--- src/rtl/qsec_pkg.sv ---
// Shared constants and types for the saturating exponential cap transform.
package qsec_pkg;

	localparam int TAYLOR_TERMS = 12;
	localparam int KW           = $clog2(TAYLOR_TERMS + 1);

	localparam logic [32:0] Q_ONE          = 33'h1_0000_0000;
	localparam logic [31:0] EXP_NEG_ONE_RST = 32'd1580030169;

	localparam logic REG_EXP_NEG_ONE = 1'b0;

	typedef struct packed {
		logic        start;
		logic        wide;    // 1: 64 quotient bits, 0: 32
		logic [63:0] num;
		logic [63:0] den;
		logic [63:0] init;    // starting partial remainder, below den
	} div_req_t;

endpackage

--- src/rtl/qsec_mul.sv ---
// Registered 33x33 multiplier shared by all product steps.
module qsec_mul
	import qsec_pkg::*;
(
	input  logic        clk,
	input  logic [32:0] a,
	input  logic [32:0] b,
	output logic [65:0] prod
);

	logic [65:0] prod_q;

	always_ff @(posedge clk) begin
		prod_q <= {33'd0, a} * {33'd0, b};
	end

	assign prod = prod_q;

endmodule

--- config.mk ---
export PLATFORM = sky130hd
export DESIGN_NAME = qsec_mul
export DESIGN_NICKNAME = d
export VERILOG_FILES = /design/src/rtl/qsec_pkg.sv /design/src/rtl/qsec_mul.sv
export SDC_FILE = /design/constraint.sdc
export NUM_CORES = 2
export LEC_CHECK = 0
export BUFFER_PORTS_ARGS = -buffer_cell sky130_fd_sc_hd__buf_2
export CAP_MARGIN = 20
export CORE_UTILIZATION = 39
export CTS_CLUSTER_DIAMETER = 200
export DETAILED_ROUTE_END_ITERATION = 6
export GPL_TIMING_DRIVEN = 0
export PLACE_DENSITY = 0.63
export REMOVE_ABC_BUFFERS = 1
export SETUP_SLACK_MARGIN = 0.15
export SLEW_MARGIN = 10
export SYNTH_ARGS = -nofsm -noshare
export SYNTH_HDL_FRONTEND = slang
export SYNTH_SLANG_ARGS = --single-unit
--- constraint.sdc ---
create_clock -name clk -period 7.1 [get_ports clk]
set_clock_uncertainty 0.1 [all_clocks]
set_input_delay 0.355 -clock clk [delete_from_list [all_inputs] [get_ports clk]]
set_output_delay 0.355 -clock clk [all_outputs]
set_load 0.02 [all_outputs]
After elaboration in Yosys (flattened, before gate mapping)
Cells that the tools add are included.
{ "word_totals": {"register_bits": 66, "wordCells": 2, "input_bits": 67, "out_inout_bits": 66} }
{ "classes": {"multipliers": 1} }
{ "ops": {"columns": ["cell", "n"], "rows": [
  ["$mul 33x33->66", 1]
]} }

Longest topological paths before layout
{ "depth": {"word_depth": 1, "depth_mapped": 30} }

Least setup slack after synthesis
Ideal clock, no wire load.
{ "synth_timing": {"path_kind": "in2reg", "from": "input port b[0]", "to": "register prod_q[58], in the netlist prod[58]", "stages": 28, "n_path_buf": 2, "setup_slack_ns": -0.459, "required_ns": 6.928, "t_arrival_ns": 7.387, "setup_ns": 0.072, "cell_sequence": "clkbuf_1 -> and2_1 -> fa_1 -> inv_1 -> fa_1 -> inv_1 -> fa_1 -> inv_1 -> fa_1 -> inv_1 -> fa_1 -> fa_1 -> fa_1 -> inv_1 -> fa_1 -> inv_1 -> ha_1 -> buf_2 -> nand2_1 -> or4_1 -> or3_1 -> o22ai_1 -> o211a_1 -> o21ai_2 -> nand3b_4 -> o31a_1 -> o21ai_2 -> xor2_1"} }
{ "synth_via": {"elab_chain_len": 1} }
{ "synth_lines": {"columns": ["item", "line_no", "rtl"], "rows": [
  ["start: declaration", "qsec_mul.sv:7", "input logic [32:0] b,"],
  ["$mul 33x33->66", "qsec_mul.sv:14", "prod_q <= {33'd0, a} * {33'd0, b};"],
  ["end signal: assignment", "qsec_mul.sv:14", null],
  ["end: declaration", "qsec_mul.sv:11", "logic [65:0] prod_q;"]
]} }
No other way between the ends.

Worst setup path in the final report
{ "layout_timing": {"from": "input port a[21]", "to": "register prod_q[58], in the netlist prod[58]"} }
{ "layout_via": {"elab_chain_len": 1} }
{ "layout_lines": {"columns": ["item", "line_no", "rtl"], "rows": [
  ["start: declaration", "qsec_mul.sv:6", "input logic [32:0] a,"],
  ["$mul 33x33->66", "qsec_mul.sv:14", null]
]} }
No other way between the ends.

==> impl_summary.log <==
INFO  metric grt_max_degree = 34
INFO  metric largest_stage_delay_on_the_critical_path = 0.56 ns
INFO  metric drtPass1Iterations = 6
INFO  metric boundaryPins = 133
INFO  metric standard_cell_core_area = 93,200 sq um
INFO  metric dpl.hpwl = 73,500 microns
INFO  metric fin_worst_hold_slack = 0.315 ns
INFO  metric vias_per_cell = 5.19
INFO  metric clock_sinks = 66
INFO  metric synth.avg_cell_area = 9.04 sq um
INFO  metric largest_register_ffs = 66
INFO  metric row_count = 112
INFO  metric rsz_0062_raised_after_global_routing = true
INFO  metric setup_ws_post_layout = -0.353 ns
INFO  metric hp-class = primary input to flip-flop
INFO  metric timing.slew.headroom = 63.0%
INFO  metric layout_min_cycle_time = 7.45 ns
INFO  metric weighted_congestion_at_the_end_of_routability_driven_global_placement = 0.958
INFO  metric cts_max_path_buffers = 2
INFO  metric failing_checks = setup timing
INFO  metric drt_total_wl = 118,000 microns
INFO  metric cts-buffers-inserted = 9
INFO  metric min-delay-start = b[0]
INFO  metric final_common_cell = inv_1
INFO  metric final_core_utilization = 45.7%
INFO  metric worstSetupPathType = primary input to flip-flop
INFO  metric ys_seq_elements = 66
INFO  metric final_layout_size_suffix_gt1_share = 12.1%
INFO  metric vias_in_the_first_global_route = 30,600
INFO  metric synth_edf_count = 0
INFO  metric synth-seq-area-share = 3.61%
INFO  metric crit_path_end_kind = flip-flop
INFO  metric slew_viols_final = 0
INFO  metric synthesis.area = 36,600 sq um
INFO  metric crit_start = a[21]
INFO  metric port_buffers = 132
INFO  metric worst-slew-pin-transition = 0.554 ns
INFO  metric route.vias.total = 27,800
INFO  metric outcome = complete, but fails checks
INFO  metric cts.htree.levels = 3
INFO  metric synthesis.yosys.warnings = 0
INFO  metric commonest_non_fill_non_tap_cells_in_the_layout = 1,020 x inv_1, 949 x fa_1, 557 x nand2_1
INFO  metric nNetsFinal = 5,391
INFO  metric max_clock_freq = 134 MHz
INFO  metric globalRoute.totalOverflow = 0
INFO  metric global_routing_met3_resource_utilization = 5.28%
INFO  metric post_dp_cell_area = 38,000 sq um
INFO  metric number_of_antenna_violations_at_the_first_check_in_global_routing = 11
INFO  metric drt_drc_violations_left = 0
INFO  metric cp_common_cell = fa_1
INFO  metric netlist_top_cells_area = fa_1 52%, inv_1 11%, and2_1 9.8%
INFO  metric synth_async_sr_flop_share = 0%
INFO  metric yosysTopAreaCell = fa_1
INFO  metric detail_route.iter0.violations = 2,005
INFO  metric syn2layout_area_growth = 16.3%
INFO  metric first_pass_grt_wire_length = 180,000 microns
INFO  metric cts_root_buf = clkbuf_16
INFO  metric drv_cap = 0
INFO  metric cp.required = 7.28 ns
INFO  metric fin_area = 42,600 sq um
INFO  metric clock_tree_from_tritoncts = yes
INFO  metric netlist-cell-type-count = 57
INFO  metric routing_usage_on_met2 = 42.6%
INFO  metric final.period_utilization = 105%
INFO  metric die_h = 308 microns
INFO  metric final-hold-violation-count = 0
INFO  metric top_usage_layer = met2
INFO  metric ant_nets = 0
INFO  metric initial_core_util = 39.3%
INFO  metric total_routing_resource_utilization_after_global_routing = 25.5%
INFO  metric cts_hold_buf = 0
INFO  metric post_drt_wl_per_cell = 21.9 microns
INFO  metric synth_flop_cell = dfxtp_1
INFO  metric kind_of_start_point_of_the_critical_path = primary input
INFO  metric fp.dieW = 308 microns
INFO  metric cts.clk_slew.worst_paths = 0.06 ns
INFO  metric timing.critical_path.slowest_stage_cell = fa_1
INFO  metric netlist_instances = 4,048
INFO  metric synth_top_area_share = 52.4%
INFO  metric worst-path-max-fanout = 17
INFO  metric fp.dieArea = 95,100 sq um
INFO  metric worst_ep_arrival_time = 7.64 ns
INFO  metric finalSetupViolations = 20
INFO  metric met1_track_demand_over_resource = 32.1%
==> layer usage <==
| layer | vias to the layer above | part of all wire, % | wire (microns) |
|---|---|---|---|
| met1 | 14500 | 38 | 45000 |
| li1 | 11700 | - | - |
| met5 | - | 0.017 | 20 |
| met2 | 1304 | 48 | 56400 |
| met4 | 2 | 4.5 | 5340 |
| met3 | 324 | 9.2 | 10900 |
==> final cells by class <==
class                      instances  area, sq um
fill                            8771        50600
multi-input combinational       2722        31800
inverter                        1049         3940
timing repair buffer             253         3610
tap                             1254         1570
sequential                        66         1320
clock buffer                      11          253
clock inverter                     5         62.6
antenna                            6         15.0
==> logic make-up (layout without fill, tap and decap cells) <==
family                     Yosys count  after routing  share of synthesized area [%]
adders and majority gates         1223           1223                           61.5
xor gates and xnor gates            65             65                           1.56
DFF                                 66             66                           3.61
buffers and inverters             1260           1318                           12.9
other                                0              6                              0
and+or+nand+nor                   1233           1233                           17.0
AOI/OAI and AO/OA                  201            201                           3.45
==> per-stage QoR <==
step	setup WS, ns	instances	setup TNS [ns]
after floorplan	-0.291	3837	-0.635
after global placement	-1.71	5223	-45.15
after detailed placement	-1.68	5223	-44.26
after CTS	-0.336	5331	-1.98
after global routing	-0.515	5362	-6.98
final	-0.353	5366	-3.12
==> timing repair <==
action | CTS | global route
cloned | 31 | 3
endpoints found under the setup margin | 42 | 40
pin swaps | 105 | 53
gates resized for setup | 446 | 117
buffers inserted | 61 | 26
==> final timing paths <==
path / to / slack (ns) / depth (start not counted)
setup / recovery: prod[58] / -0.35 / 27
hold / removal: prod[0] / 0.32 / 2
==> cells in the mapped netlist, drive strengths merged (2+ instances only) <==
master and instances:
a211o 2, a211oi 5, a21boi 3, a21o 31
a21oi 73, a221oi 2, a31o 2, a31oi 6
and2 574, and3 7, and4 4, buf 2
clkbuf 209, dfxtp 66, fa 958, ha 265
inv 1049, nand2 568, nand2b 2, nand3 10
nand4 16, nor2 33, nor2b 6, nor3 4
nor4 2, o211ai 2, o21a 7, o21ai 40
o21bai 8, o31a 2, o31ai 3, o41ai 2
or3 2, xnor2 41, xor2 24
==> critical path, delay by kind of cell <==
kind	cells	cell delay, ns
AND/OR/NAND/NOR	5	1.30
XOR/XNOR	1	0.19
adder cells (fa/ha/maj)	9	4.33
buffers and inverters	7	0.47
AO/OA/AOI/OAI	5	0.95
Power is not shown: default switching activity piles up to over one toggle a cycle in this logic, so the estimate is an artifact.
